File: config.mk
export PLATFORM = sky130hd
export DESIGN_NAME = hit_cluster_summarizer
export DESIGN_NICKNAME = d
export VERILOG_FILES = /design/src/hdl/hcs_pkg.sv /design/src/hdl/hit_cluster_summarizer.sv /design/src/hdl/hcs_divider.sv /design/src/hdl/hcs_datapath.sv /design/src/hdl/hcs_controller.sv
export VERILOG_INCLUDE_DIRS = /design/src /design/src/hdl
export SDC_FILE = /design/constraint.sdc
export NUM_CORES = 1
export LEC_CHECK = 0
export BUFFER_PORTS_ARGS = -buffer_cell sky130_fd_sc_hd__buf_2
export CAP_MARGIN = 5
export CORE_MARGIN = 1
export CORE_UTILIZATION = 45
export DETAILED_ROUTE_END_ITERATION = 12
export GPL_TIMING_DRIVEN = 0
export MAX_ROUTING_LAYER = met4
export SETUP_SLACK_MARGIN = 0.3
export SYNTH_ARGS = -nofsm -noshare
export SYNTH_HDL_FRONTEND = slang
export SYNTH_SLANG_ARGS = --single-unit
File: constraint.sdc
create_clock -name clk -period 8.3 [get_ports clk]
set_input_delay 2.49 -clock clk [delete_from_list [all_inputs] [get_ports clk]]
set_output_delay 2.49 -clock clk [all_outputs]
set_load 0.1 [all_outputs]
File: src/hdl/hit_cluster_summarizer_assert.svh
// assertion macros for the hit cluster summarizer
`ifndef HIT_CLUSTER_SUMMARIZER_ASSERT_SVH
`define HIT_CLUSTER_SUMMARIZER_ASSERT_SVH

`ifndef NO_ASSERTIONS
// same-cycle implication
`define HCS_ASSERT_IMPLY(label, clk, rst_n, ante, cons, msg) \
    label: assert property (@(posedge clk) disable iff (!rst_n) (ante) |-> (cons)) \
        else $error(msg);
// next-cycle implication
`define HCS_ASSERT_NEXT(label, clk, rst_n, ante, cons, msg) \
    label: assert property (@(posedge clk) disable iff (!rst_n) (ante) |=> (cons)) \
        else $error(msg);
`else
`define HCS_ASSERT_IMPLY(label, clk, rst_n, ante, cons, msg)
`define HCS_ASSERT_NEXT(label, clk, rst_n, ante, cons, msg)
`endif

`endif

File: src/hdl/hcs_pkg.sv
package hcs_pkg;

    // cluster size limit and derived widths
    localparam int MAX_HITS = 64;
    localparam int LOG_W    = (MAX_HITS > 1) ? $clog2(MAX_HITS) : 1;
    localparam int CNT_W    = $clog2(MAX_HITS + 1);
    localparam int SUM_W    = 16 + LOG_W;
    localparam int POS_W    = SUM_W + 1;
    localparam int PAIR_W   = 10 + LOG_W;
    localparam int DIVD_W   = SUM_W + 8;
    localparam int QUOT_W   = 24;
    localparam int STEP_W   = $clog2(DIVD_W);

    // stream widths
    localparam int S_DATA_W = 176;
    localparam int M_DATA_W = 32;
    localparam int M_USER_W = 4;

    // input item field offsets in s_tdata
    localparam int OFS_PE    = 0;
    localparam int OFS_HI    = 16;
    localparam int OFS_LO    = 32;
    localparam int OFS_X     = 48;
    localparam int OFS_Y     = 64;
    localparam int OFS_AZ    = 80;
    localparam int OFS_R     = 96;
    localparam int OFS_Z     = 112;
    localparam int OFS_PAIR  = 128;
    localparam int OFS_TIME  = 138;
    localparam int OFS_WIDTH = 154;

    // result quantity codes
    typedef enum logic [3:0] {
        QTY_PE_TOTAL  = 4'd0,
        QTY_PE_MAX    = 4'd1,
        QTY_HI_TOTAL  = 4'd2,
        QTY_HI_MAX    = 4'd3,
        QTY_LO_TOTAL  = 4'd4,
        QTY_LO_MAX    = 4'd5,
        QTY_MEAN_PAIR = 4'd6,
        QTY_MEAN_X    = 4'd7,
        QTY_MEAN_Y    = 4'd8,
        QTY_MEAN_PHI  = 4'd9,
        QTY_MEAN_R    = 4'd10,
        QTY_MEAN_Z0   = 4'd11,
        QTY_TIME      = 4'd12,
        QTY_WIDTH     = 4'd13,
        QTY_COUNT     = 4'd14
    } qty_t;

    // controller states
    typedef enum logic [1:0] {
        ST_COLLECT,
        ST_NEXT,
        ST_DIV,
        ST_PUT
    } state_t;

    // controller to datapath
    typedef struct packed {
        logic accept_hit;
        logic clear;
        logic div_start;
        logic load_out;
        qty_t qty;
    } cmd_t;

    // datapath to controller
    typedef struct packed {
        logic div_busy;
        logic div_done;
        logic out_free;
    } status_t;

    // magnitude of a 16 bit signed value
    function automatic logic [16:0] abs16(logic [15:0] v);
        logic signed [16:0] e;
        e = $signed({v[15], v});
        return e[16] ? 17'(-e) : 17'(e);
    endfunction

endpackage

File: src/hdl/hit_cluster_summarizer.sv
// hits: one item per cycle while collecting; the sums hold each of the first MAX_HITS hits from the next cycle
// summary: 15 result items after the last hit; each plain result passes ST_NEXT and ST_PUT,
// each of the 6 means also waits in ST_DIV for the bit-serial divider (30 steps)
// after the last hit, each result is loaded into the output register from ST_PUT once that register is free
// next cluster is taken once the final result is in the output register
// rst_n (async, active low) clears all sums, maxima, counters and the output valid
`include "hit_cluster_summarizer_assert.svh"

module hit_cluster_summarizer (
    input  logic                         clk,
    input  logic                         rst_n,
    input  logic                         s_tvalid,
    output logic                         s_tready,
    // photon_num, energy_hi, energy_lo, pos_x, pos_y, azimuth, radius,
    // z_origin, pair_number, corr_time, pulse_width, zero fill
    input  logic [hcs_pkg::S_DATA_W-1:0] s_tdata,
    input  logic                         s_tlast,
    output logic                         m_tvalid,
    input  logic                         m_tready,
    // value
    output logic [hcs_pkg::M_DATA_W-1:0] m_tdata,
    // quantity
    output logic [hcs_pkg::M_USER_W-1:0] m_tuser,
    output logic                         m_tlast
);
    import hcs_pkg::*;

    cmd_t    cmd;
    status_t status;

    // sequencer
    hcs_controller u_controller (
        .clk      (clk),
        .rst_n    (rst_n),
        .s_tvalid (s_tvalid),
        .s_tlast  (s_tlast),
        .s_tready (s_tready),
        .status   (status),
        .cmd      (cmd)
    );

    // accumulators, divider and output register
    hcs_datapath u_datapath (
        .clk      (clk),
        .rst_n    (rst_n),
        .cmd      (cmd),
        .status   (status),
        .s_tdata  (s_tdata),
        .m_tvalid (m_tvalid),
        .m_tready (m_tready),
        .m_tdata  (m_tdata),
        .m_tuser  (m_tuser),
        .m_tlast  (m_tlast)
    );

    // checks
    `HCS_ASSERT_IMPLY(a_last_on_count, clk, rst_n, m_tvalid,
        m_tlast == (m_tuser == QTY_COUNT), "last flag not on count item")
    `HCS_ASSERT_IMPLY(a_no_hit_while_div, clk, rst_n, status.div_busy,
        !s_tready, "hit taken while dividing")
    `HCS_ASSERT_NEXT(a_collect_after_count, clk, rst_n,
        cmd.load_out && cmd.qty == QTY_COUNT, s_tready, "no return to collect")
    `HCS_ASSERT_IMPLY(a_count_range, clk, rst_n, m_tvalid && m_tuser == QTY_COUNT,
        m_tdata <= M_DATA_W'(MAX_HITS), "hit count over limit")

endmodule

File: src/hdl/hcs_divider.sv
module hcs_divider (
    input  logic                      clk,
    input  logic                      rst_n,
    input  logic                      start,
    input  logic [hcs_pkg::DIVD_W-1:0] dividend,
    input  logic [hcs_pkg::CNT_W-1:0]  divisor,
    output logic                      busy,
    output logic                      done,
    output logic [hcs_pkg::DIVD_W-1:0] quotient
);
    import hcs_pkg::*;

    logic              busy_reg, busy_next;
    logic              done_reg, done_next;
    logic [STEP_W-1:0] step_reg, step_next;
    logic [CNT_W-1:0]  rem_reg, rem_next;
    logic [DIVD_W-1:0] quo_reg, quo_next;
    logic [CNT_W-1:0]  div_reg, div_next;
    logic [CNT_W:0]    trial;
    logic [CNT_W:0]    diff;
    logic              fits;

    // one restoring step per cycle
    always_comb
    begin
        trial     = {rem_reg, quo_reg[DIVD_W-1]};
        diff      = trial - {1'b0, div_reg};
        fits      = (trial >= {1'b0, div_reg});
        busy_next = busy_reg;
        done_next = 1'b0;
        step_next = step_reg;
        rem_next  = rem_reg;
        quo_next  = quo_reg;
        div_next  = div_reg;
        if (start)
        begin
            busy_next = 1'b1;
            step_next = STEP_W'(DIVD_W - 1);
            rem_next  = '0;
            quo_next  = dividend;
            div_next  = divisor;
        end
        else if (busy_reg)
        begin
            rem_next = fits ? diff[CNT_W-1:0] : trial[CNT_W-1:0];
            quo_next = {quo_reg[DIVD_W-2:0], fits};
            if (step_reg == '0)
            begin
                busy_next = 1'b0;
                done_next = 1'b1;
            end
            else
            begin
                step_next = step_reg - 1'b1;
            end
        end
    end

    // control registers
    always_ff @(posedge clk or negedge rst_n)
    begin
        if (!rst_n)
        begin
            busy_reg <= 1'b0;
            done_reg <= 1'b0;
            step_reg <= '0;
        end
        else
        begin
            busy_reg <= busy_next;
            done_reg <= done_next;
            step_reg <= step_next;
        end
    end

    // working registers
    always_ff @(posedge clk)
    begin
        rem_reg <= rem_next;
        quo_reg <= quo_next;
        div_reg <= div_next;
    end

    assign busy     = busy_reg;
    assign done     = done_reg;
    assign quotient = quo_reg;

endmodule

File: src/hdl/hcs_datapath.sv
module hcs_datapath (
    input  logic                          clk,
    input  logic                          rst_n,
    input  hcs_pkg::cmd_t                 cmd,
    output hcs_pkg::status_t              status,
    input  logic [hcs_pkg::S_DATA_W-1:0]  s_tdata,
    output logic                          m_tvalid,
    input  logic                          m_tready,
    output logic [hcs_pkg::M_DATA_W-1:0]  m_tdata,
    output logic [hcs_pkg::M_USER_W-1:0]  m_tuser,
    output logic                          m_tlast
);
    import hcs_pkg::*;

    // hit fields
    logic [15:0] f_pe, f_hi, f_lo, f_x, f_y, f_az, f_r, f_z, f_time, f_width;
    logic [9:0]  f_pair;

    // accumulators
    logic [CNT_W-1:0]        cnt_reg, cnt_next;
    logic [SUM_W-1:0]        sum_pe_reg, sum_pe_next;
    logic [SUM_W-1:0]        sum_hi_reg, sum_hi_next;
    logic [SUM_W-1:0]        sum_lo_reg, sum_lo_next;
    logic [15:0]             max_pe_reg, max_pe_next;
    logic [15:0]             max_hi_reg, max_hi_next;
    logic [15:0]             max_lo_reg, max_lo_next;
    logic signed [POS_W-1:0] sum_x_reg, sum_x_next;
    logic signed [POS_W-1:0] sum_y_reg, sum_y_next;
    logic signed [POS_W-1:0] sum_z_reg, sum_z_next;
    logic [SUM_W-1:0]        sum_az_reg, sum_az_next;
    logic [SUM_W-1:0]        sum_r_reg, sum_r_next;
    logic [PAIR_W-1:0]       sum_pair_reg, sum_pair_next;
    logic [15:0]             time_reg, time_next;
    logic signed [15:0]      width_reg, width_next;
    logic                    absent_reg, absent_next;
    logic                    take;

    // divider operands and result
    logic signed [POS_W-1:0] div_src;
    logic [POS_W-1:0]        div_mag;
    logic [DIVD_W-1:0]       dividend;
    logic                    neg_reg, neg_next;
    logic                    div_busy, div_done;
    logic [DIVD_W-1:0]       quotient;
    logic [M_DATA_W-1:0]     mean_val;

    // output register
    logic                out_valid_reg, out_valid_next;
    logic [M_DATA_W-1:0] out_value_reg, out_value_next;
    logic [M_USER_W-1:0] out_qty_reg, out_qty_next;
    logic                out_last_reg, out_last_next;
    logic [M_DATA_W-1:0] sel_value;
    logic                out_free;

    // field unpacking
    assign f_pe    = s_tdata[OFS_PE+15:OFS_PE];
    assign f_hi    = s_tdata[OFS_HI+15:OFS_HI];
    assign f_lo    = s_tdata[OFS_LO+15:OFS_LO];
    assign f_x     = s_tdata[OFS_X+15:OFS_X];
    assign f_y     = s_tdata[OFS_Y+15:OFS_Y];
    assign f_az    = s_tdata[OFS_AZ+15:OFS_AZ];
    assign f_r     = s_tdata[OFS_R+15:OFS_R];
    assign f_z     = s_tdata[OFS_Z+15:OFS_Z];
    assign f_pair  = s_tdata[OFS_PAIR+9:OFS_PAIR];
    assign f_time  = s_tdata[OFS_TIME+15:OFS_TIME];
    assign f_width = s_tdata[OFS_WIDTH+15:OFS_WIDTH];

    assign take = cmd.accept_hit && (cnt_reg < CNT_W'(MAX_HITS));

    // hit accumulation
    always_comb
    begin
        cnt_next      = cnt_reg;
        sum_pe_next   = sum_pe_reg;
        sum_hi_next   = sum_hi_reg;
        sum_lo_next   = sum_lo_reg;
        max_pe_next   = max_pe_reg;
        max_hi_next   = max_hi_reg;
        max_lo_next   = max_lo_reg;
        sum_x_next    = sum_x_reg;
        sum_y_next    = sum_y_reg;
        sum_z_next    = sum_z_reg;
        sum_az_next   = sum_az_reg;
        sum_r_next    = sum_r_reg;
        sum_pair_next = sum_pair_reg;
        time_next     = time_reg;
        width_next    = width_reg;
        absent_next   = absent_reg;
        if (cmd.clear)
        begin
            cnt_next      = '0;
            sum_pe_next   = '0;
            sum_hi_next   = '0;
            sum_lo_next   = '0;
            max_pe_next   = '0;
            max_hi_next   = '0;
            max_lo_next   = '0;
            sum_x_next    = '0;
            sum_y_next    = '0;
            sum_z_next    = '0;
            sum_az_next   = '0;
            sum_r_next    = '0;
            sum_pair_next = '0;
            time_next     = '0;
            width_next    = '0;
            absent_next   = 1'b0;
        end
        else if (take)
        begin
            cnt_next      = cnt_reg + 1'b1;
            sum_pe_next   = sum_pe_reg + SUM_W'(f_pe);
            sum_hi_next   = sum_hi_reg + SUM_W'(f_hi);
            sum_lo_next   = sum_lo_reg + SUM_W'(f_lo);
            max_pe_next   = (f_pe > max_pe_reg) ? f_pe : max_pe_reg;
            max_hi_next   = (f_hi > max_hi_reg) ? f_hi : max_hi_reg;
            max_lo_next   = (f_lo > max_lo_reg) ? f_lo : max_lo_reg;
            sum_x_next    = sum_x_reg + POS_W'($signed(f_x));
            sum_y_next    = sum_y_reg + POS_W'($signed(f_y));
            sum_z_next    = sum_z_reg + POS_W'($signed(f_z));
            sum_az_next   = sum_az_reg + SUM_W'(f_az);
            sum_r_next    = sum_r_reg + SUM_W'(f_r);
            sum_pair_next = sum_pair_reg + PAIR_W'(f_pair);
            // first hit seeds time and width
            if (cnt_reg == '0)
            begin
                time_next   = f_time;
                width_next  = $signed(f_width);
                absent_next = ($signed(f_width) == -16'sd1);
            end
            else
            begin
                if (abs16(f_time) < abs16(time_reg))
                begin
                    time_next = f_time;
                end
                if ($signed(f_width) > width_reg)
                begin
                    width_next = $signed(f_width);
                end
            end
        end
    end

    always_ff @(posedge clk or negedge rst_n)
    begin
        if (!rst_n)
        begin
            cnt_reg      <= '0;
            sum_pe_reg   <= '0;
            sum_hi_reg   <= '0;
            sum_lo_reg   <= '0;
            max_pe_reg   <= '0;
            max_hi_reg   <= '0;
            max_lo_reg   <= '0;
            sum_x_reg    <= '0;
            sum_y_reg    <= '0;
            sum_z_reg    <= '0;
            sum_az_reg   <= '0;
            sum_r_reg    <= '0;
            sum_pair_reg <= '0;
            time_reg     <= '0;
            width_reg    <= '0;
            absent_reg   <= 1'b0;
        end
        else
        begin
            cnt_reg      <= cnt_next;
            sum_pe_reg   <= sum_pe_next;
            sum_hi_reg   <= sum_hi_next;
            sum_lo_reg   <= sum_lo_next;
            max_pe_reg   <= max_pe_next;
            max_hi_reg   <= max_hi_next;
            max_lo_reg   <= max_lo_next;
            sum_x_reg    <= sum_x_next;
            sum_y_reg    <= sum_y_next;
            sum_z_reg    <= sum_z_next;
            sum_az_reg   <= sum_az_next;
            sum_r_reg    <= sum_r_next;
            sum_pair_reg <= sum_pair_next;
            time_reg     <= time_next;
            width_reg    <= width_next;
            absent_reg   <= absent_next;
        end
    end

    // pick the sum for the mean being computed
    always_comb
    begin
        case (cmd.qty)
            QTY_MEAN_PAIR: div_src = $signed(POS_W'(sum_pair_reg));
            QTY_MEAN_X:    div_src = sum_x_reg;
            QTY_MEAN_Y:    div_src = sum_y_reg;
            QTY_MEAN_PHI:  div_src = $signed(POS_W'(sum_az_reg));
            QTY_MEAN_R:    div_src = $signed(POS_W'(sum_r_reg));
            QTY_MEAN_Z0:   div_src = sum_z_reg;
            default:       div_src = '0;
        endcase
    end

    assign div_mag  = div_src[POS_W-1] ? POS_W'(-div_src) : POS_W'(div_src);
    assign dividend = {div_mag[SUM_W-1:0], 8'd0};
    assign neg_next = cmd.div_start ? div_src[POS_W-1] : neg_reg;

    always_ff @(posedge clk)
    begin
        neg_reg <= neg_next;
    end

    hcs_divider u_divider (
        .clk      (clk),
        .rst_n    (rst_n),
        .start    (cmd.div_start),
        .dividend (dividend),
        .divisor  (cnt_reg),
        .busy     (div_busy),
        .done     (div_done),
        .quotient (quotient)
    );

    // signed mean, zero when no hit was counted
    always_comb
    begin
        if (cnt_reg == '0)
        begin
            mean_val = '0;
        end
        else if (neg_reg)
        begin
            mean_val = -M_DATA_W'(quotient[QUOT_W-1:0]);
        end
        else
        begin
            mean_val = M_DATA_W'(quotient[QUOT_W-1:0]);
        end
    end

    // result value select
    always_comb
    begin
        case (cmd.qty)
            QTY_PE_TOTAL:  sel_value = M_DATA_W'(sum_pe_reg);
            QTY_PE_MAX:    sel_value = M_DATA_W'(max_pe_reg);
            QTY_HI_TOTAL:  sel_value = M_DATA_W'(sum_hi_reg);
            QTY_HI_MAX:    sel_value = M_DATA_W'(max_hi_reg);
            QTY_LO_TOTAL:  sel_value = M_DATA_W'(sum_lo_reg);
            QTY_LO_MAX:    sel_value = M_DATA_W'(max_lo_reg);
            QTY_MEAN_PAIR,
            QTY_MEAN_X,
            QTY_MEAN_Y,
            QTY_MEAN_PHI,
            QTY_MEAN_R,
            QTY_MEAN_Z0:   sel_value = mean_val;
            QTY_TIME:      sel_value = M_DATA_W'($signed(time_reg));
            QTY_WIDTH:     sel_value = absent_reg ? '1 : M_DATA_W'(width_reg);
            QTY_COUNT:     sel_value = M_DATA_W'(cnt_reg);
            default:       sel_value = '0;
        endcase
    end

    // output register
    assign out_free = !out_valid_reg || m_tready;

    always_comb
    begin
        out_valid_next = out_valid_reg && !m_tready;
        out_value_next = out_value_reg;
        out_qty_next   = out_qty_reg;
        out_last_next  = out_last_reg;
        if (cmd.load_out)
        begin
            out_valid_next = 1'b1;
            out_value_next = sel_value;
            out_qty_next   = cmd.qty;
            out_last_next  = (cmd.qty == QTY_COUNT);
        end
    end

    always_ff @(posedge clk or negedge rst_n)
    begin
        if (!rst_n)
        begin
            out_valid_reg <= 1'b0;
        end
        else
        begin
            out_valid_reg <= out_valid_next;
        end
    end

    always_ff @(posedge clk)
    begin
        out_value_reg <= out_value_next;
        out_qty_reg   <= out_qty_next;
        out_last_reg  <= out_last_next;
    end

    assign status.div_busy = div_busy;
    assign status.div_done = div_done;
    assign status.out_free = out_free;

    assign m_tvalid = out_valid_reg;
    assign m_tdata  = out_value_reg;
    assign m_tuser  = out_qty_reg;
    assign m_tlast  = out_last_reg;

endmodule

File: src/hdl/hcs_controller.sv
module hcs_controller (
    input  logic             clk,
    input  logic             rst_n,
    input  logic             s_tvalid,
    input  logic             s_tlast,
    output logic             s_tready,
    input  hcs_pkg::status_t status,
    output hcs_pkg::cmd_t    cmd
);
    import hcs_pkg::*;

    state_t state_reg, state_next;
    qty_t   qty_reg, qty_next;

    // next state and commands
    always_comb
    begin
        state_next     = state_reg;
        qty_next       = qty_reg;
        s_tready       = 1'b0;
        cmd.accept_hit = 1'b0;
        cmd.clear      = 1'b0;
        cmd.div_start  = 1'b0;
        cmd.load_out   = 1'b0;
        cmd.qty        = qty_reg;
        case (state_reg)
            ST_COLLECT:
            begin
                s_tready       = 1'b1;
                cmd.accept_hit = s_tvalid;
                if (s_tvalid && s_tlast)
                begin
                    state_next = ST_NEXT;
                    qty_next   = QTY_PE_TOTAL;
                end
            end
            ST_NEXT:
            begin
                // means go through the divider first
                if (qty_reg >= QTY_MEAN_PAIR && qty_reg <= QTY_MEAN_Z0)
                begin
                    cmd.div_start = 1'b1;
                    state_next    = ST_DIV;
                end
                else
                begin
                    state_next = ST_PUT;
                end
            end
            ST_DIV:
            begin
                if (status.div_done)
                begin
                    state_next = ST_PUT;
                end
            end
            ST_PUT:
            begin
                if (status.out_free)
                begin
                    cmd.load_out = 1'b1;
                    if (qty_reg == QTY_COUNT)
                    begin
                        cmd.clear  = 1'b1;
                        state_next = ST_COLLECT;
                    end
                    else
                    begin
                        qty_next   = qty_t'(qty_reg + 4'd1);
                        state_next = ST_NEXT;
                    end
                end
            end
            default:
            begin
                state_next = ST_COLLECT;
            end
        endcase
    end

    // state register
    always_ff @(posedge clk or negedge rst_n)
    begin
        if (!rst_n)
        begin
            state_reg <= ST_COLLECT;
            qty_reg   <= QTY_PE_TOTAL;
        end
        else
        begin
            state_reg <= state_next;
            qty_reg   <= qty_next;
        end
    end

endmodule
# Yosys cells after proc, flatten, opt, wreduce, memory -nomap -nowiden
# Cells that the tools add are included.
# classes
add_sub_neg,17
n_lt_le_gt_ge,9
n_eq_ne,23
muxes,80
n_reduce_logical,30
# ops
op,count
one-hot mux 32 bit (10 select lines),1
2-to-1 mux 16 bit,19
2-to-1 mux 22 bit,11
2-to-1 mux 23 bit,6
one-hot mux 23 bit (6 select lines),1
adder 22 x 16 -> 22 bit,5
2-to-1 mux 32 bit,3
adder 23 x 16 -> 23 bit,3
> comparator 16 bit,4
2-to-1 mux 30 bit,2
2-to-1 mux 17 bit,2
negation 16 -> 17 bit,2
negation 24 -> 32 bit,1
equality test 4 bit (second input constant),7
negation 22 bit,1
2-to-1 mux 1 bit,21
2-to-1 mux 7 bit,3
< comparator 17 bit,1
adder 16 x 10 -> 16 bit,1
equality test 16 x 1 -> 1 bit (second input constant),1
equality test 4 x 3 -> 1 bit (second input constant),4
2-to-1 mux 5 bit,3
AND reduction 2 bit,7
nonzero test 2 bit,7
29 further kinds,43
# word_totals
reg_bits,379
inputBits,181
out_inout_bits,39
wordCells,189

# Logic depth before layout (Yosys ltp)
# logic_depth
ltp_word,7
ltp_mapped,16
depth_no_buf,14

# Modules after synthesis
# Synthesis repeated with hierarchy kept, for this count alone.
# hier_totals
hier_cells,3081
hier_area_um2,27984.3
# modules_own_cells
module,n_inst,cells_per_inst,area_each_um2,seq_area_each_um2
hcs_datapath,1,2834,24961.4,8247.9
hcs_divider,1,202,2582.5,1426.4
hcs_controller,1,45,440.4,150.1

# Least setup slack after synthesis
# Ideal clock, no wire load.
# synth_path
path_type,input-to-reg
start,input port m_tready
end,register u_datapath.width_reg[10]
arrival_time_ps,5348
t_required_ps,8219
slack_ps,2871
cell_stages,8
path_cell_list,nand2b_1 > and2_1 > nand2_1 > nand2_1 > nand2_1 > o31ai_2 > clkbuf_1 > mux2i_1
# synth_between
elab_chain_cells,5
# synth_lines
item,line,text
"start, declared",hit_cluster_summarizer.sv:19,"input logic m_tready,"
logical OR 1 bit *,hcs_datapath.sv:261,assign out_free = !out_valid_reg || m_tready;
2-to-1 mux 1 bit *,hcs_controller.sv:59,if (status.out_free)
2-to-1 mux 1 bit *,hcs_controller.sv:26,case (state_reg)
nonzero test 3 bit (no line) / nonzero test 2 bit (equally long branches),n/a,
AND reduction 2 bit (no line),n/a,
"end signal, assigned",hcs_datapath.sv:181,width_reg <= width_next;
"end, declared",hcs_datapath.sv:34,"logic signed [15:0] width_reg, width_next;"
# Mark *: on every way between the ends. The rest lies on a longest branch, timed or not.
# A chain may end at the register's enable or synchronous reset.

# Worst setup path in the final report
# layout_path
start,input port s_tvalid
end,register u_datapath.sum_r_reg[4]
# layout_between
elab_chain_cells,3
# layout_lines
item,line,text
"start, declared",hit_cluster_summarizer.sv:12,"input logic s_tvalid,"
2-to-1 mux 1 bit,hcs_controller.sv:26,
logical AND 1 bit,hcs_datapath.sv:68,assign take = cmd.accept_hit && (cnt_reg < CNT_W'(MAX_HITS));
nonzero test 2 bit (no line),n/a,
"end signal, assigned",hcs_datapath.sv:178,sum_r_reg <= sum_r_next;
"end, declared",hcs_datapath.sv:31,"logic [SUM_W-1:0] sum_r_reg, sum_r_next;"
# Every way passes these cells.

==> metrics.cfg <==
[worst_setup_path]
cp-start-kind=input pin
cpPeakStageDelay_ns=0.96
r2r-end=u_datapath.u_divider.quotient[28]$_DFFE_PP_
cp.required_ns=8.81
worstPathArrival_ns=6.16
worst-r2r-setup-slack_ns=3.31
cpMostUsedCell=clkbuf_1
reg2reg_from=u_controller.qty_reg[0]$_DFFE_PN0P_
worst_setup_path_end_kind=register
critical_path.cell_chain=buf_2, nand2_1, nor2_1, clkbuf_1, clkbuf_1, clkbuf_1, nand3_1, a21oi_1
path_max_fanout=10
r2r_cells=14
slowest_stage=clkbuf_1
crit_type=in2reg

[synthesis]
synth.cell_area_um2=27420
synth_flop_cell=dfrtp_1
yosysTopAreaCell=dfrtp_1
synthCells=3112
ys_ff_latch=379
synth_area_leaders=dfrtp_1, ha_1, edfxtp_1
synth_top_area_share_pct=27.10
synth-edff-count=67
synth.distinct_cells=83
synth.avg_cell_area_um2=8.811
async_flop_share_pct=78.36
synth_nets=3562
ys_warn_count=0
ys_seq_area_share_pct=35.54

[sta]
post-route-min-period_ns=5.650
slew_viol_final=0
hold_viol_final=0
fmax_mhz=177.0
fin_crit_sh_pct=68.07
fin_worst_skew_ns=0.02431
setup_violations=0
worst_slew_pin_slew_ns=1.355
relSlewSlack_pct=9.669
rsz0062_at_grt=false

[layout]
syn_to_final_growth_pct=13.78
n_fill_cell=5619
drive_above_1_share_pct=10.28
final_cell_mix=nand2_1, dfrtp_1, a21oi_1, ha_1, nor2_1
mostFrequentLayoutCell=nand2_1
design_area_um2=31200
largest-register=u_datapath.m_tdata
final_util_pct=51.79
largest_register_ffs=32
nets=3828

[routing]
wl_per_cell_um=24.46
viasPerCell=6.125
drtIter0Drc=2493
wl_um=102800
first_pass_iters=10
ant_nets=0
remaining_drc_errors=0
via_count=25731

[power]
ir_drop_mv=0.1830
seq_power_share_pct=28.9
clock_power_share_pct=16.6
p_leak_nw=14.34
powerDensity_nw_per_um2=427.8
switching_share_pct=48.55
switchingPower_mw=6.481
intPower_mw=6.867
total_power_mw=13.35
p_comb_share_pct=54.5

[clock_network]
cts_buffer_depth=3
cts_resized=0
worstSkewPairLatency_ns=0.62
clkSlewWorstSetupHoldPaths_ns=0.06
cts_setup_buffers=0
cts-root-buf=clkbuf_16
htreeDepth=2
numCtsBuffers=48
holdBufCountCts=0
cts_sinks=379
tritoncts=built

[hold_path]
min_path_cells=0
hold_class=reg2reg
min_to=u_datapath.m_tuser[3]$_DFFE_PP_
hp-start=u_controller.qty_reg[3]$_DFFE_PN0P_

[global_route]
grt_pass1_wl_um=153400
grt_max_degree=108
antenna_found_initial=3
globalRouteTotalUtil_pct=33.60
grt_overflow=0
grt_pass1_vias=24448

[placed_design]
place.port_buffers=212
place_hpwl_um=79470
gp_congestion=0.9820
placed_area_um2=29550

[floorplan]
start_util_pct=45.52
die_w_um=248.9
floorplan.die_area_um2=61930
core_um2=60250
rows=90
die_h_um=248.9
io_pins=220

[run_status]
status=completed

[job]
maxCapViolCount=0

-- cell families after synthesis --
kind of cell / share of synthesized area (%)
xor gates and xnor gates: 7.091
buffers and inverters: 4.189
muxes: 3.696
DFF: 35.54
AOI/OAI and AO/OA: 21.09
and+or+nand+nor: 15.82
other: 0.02739
adders and majority gates: 12.55
-- metrics by stage --
step                      worst slack (ns)  instances  TNS, ns  hold slack, ns
after CTS                            2.756       4197        0          0.4724
after floorplan                      2.871       3112        0          0.4473
after detailed placement             2.145       4109        0          0.4588
final                                2.650       4201        0          0.4756
after global routing                 2.690       4201        0          0.4822
after global placement              -1.468       4106  -417.17          0.4576
-- cell type report --
cell class | count | area, µm² | share of cell area, %
Inverter | 144 | 540.5 | 1.732
Tap cell | 782 | 978.4 | 3.136
Clock buffer | 64 | 1371 | 4.395
Timing Repair Buffer | 216 | 1154 | 3.697
Multi-Input combinational cell | 2447 | 16530 | 52.98
Buffer | 142 | 608.1 | 1.949
Antenna cell | 3 | 7.507 | 0.02406
Sequential cell | 379 | 9744 | 31.23
Clock inverter | 24 | 267.8 | 0.8582
-- metal layers --
metal	GRT usage [%]	routed length [µm]	vias to the layer above
li1	-	-	11791
met1	46.76	46430	12691
met2	50.11	45180	1067
met3	4.943	7922	182
met4	10.84	3249	0
met5	-	0	-
-- worst max-delay path by stage --
stage | startpoint | end | cells after the start
floorplan | m_tready | u_datapath.width_reg[10]$_DFFE_PN0P_ | 8
finish | s_tvalid | u_datapath.sum_r_reg[4]$_DFFE_PN0P_ | 8
detailed placement | s_tvalid | u_datapath.sum_z_reg[16]$_DFFE_PN0P_ | 8
global route | s_tdata[145] | u_datapath.time_reg[12]$_DFFE_PN0P_ | 15
CTS | s_tvalid | u_datapath.sum_z_reg[16]$_DFFE_PN0P_ | 8
global placement | rst_n | u_datapath.sum_z_reg[10]$_DFFE_PN0P_ | 1
-- Yosys cell counts, drive strengths merged (14+ instances only) --
| cell type | count |
|---|---|
| edfxtp | 67 |
| nor3 | 42 |
| a21o | 64 |
| o21a | 38 |
| a221oi | 19 |
| and3 | 19 |
| inv | 141 |
| dfxtp | 15 |
| buf | 39 |
| xnor2 | 140 |
| clkbuf | 103 |
| mux2i | 99 |
| nand2b | 23 |
| ha | 259 |
| or2 | 14 |
| dfrtp | 297 |
| nand3 | 81 |
| a22oi | 54 |
| a21oi | 266 |
| o21bai | 25 |
| a222oi | 16 |
| o211ai | 17 |
| a211oi | 43 |
| a22o | 28 |
| or3 | 23 |
| o31ai | 26 |
| nor2b | 25 |
| nand2 | 396 |
| xor2 | 82 |
| nor2 | 237 |
| nand4 | 43 |
| o22ai | 14 |
| o21ai | 198 |
| a31oi | 15 |
-- worst max-delay path: cells and delay by family --
kind | cells | cell delay (ns)
AO/OA/AOI/OAI | 1 | 0.21
AND/OR/NAND/NOR | 3 | 0.80
buffers and inverters | 4 | 2.63
-- power groups by stage --
stage	combinational (mW)	sequential, mW	clock, mW
CTS	7.17	3.81	2.24
global route	7.96	3.91	2.31
detailed placement	7.12	3.83	0
floorplan	4.87	3.84	0
finish	7.28	3.85	2.22
global placement	6.94	3.82	0
Note: power is estimated with default switching activity, not from simulation.
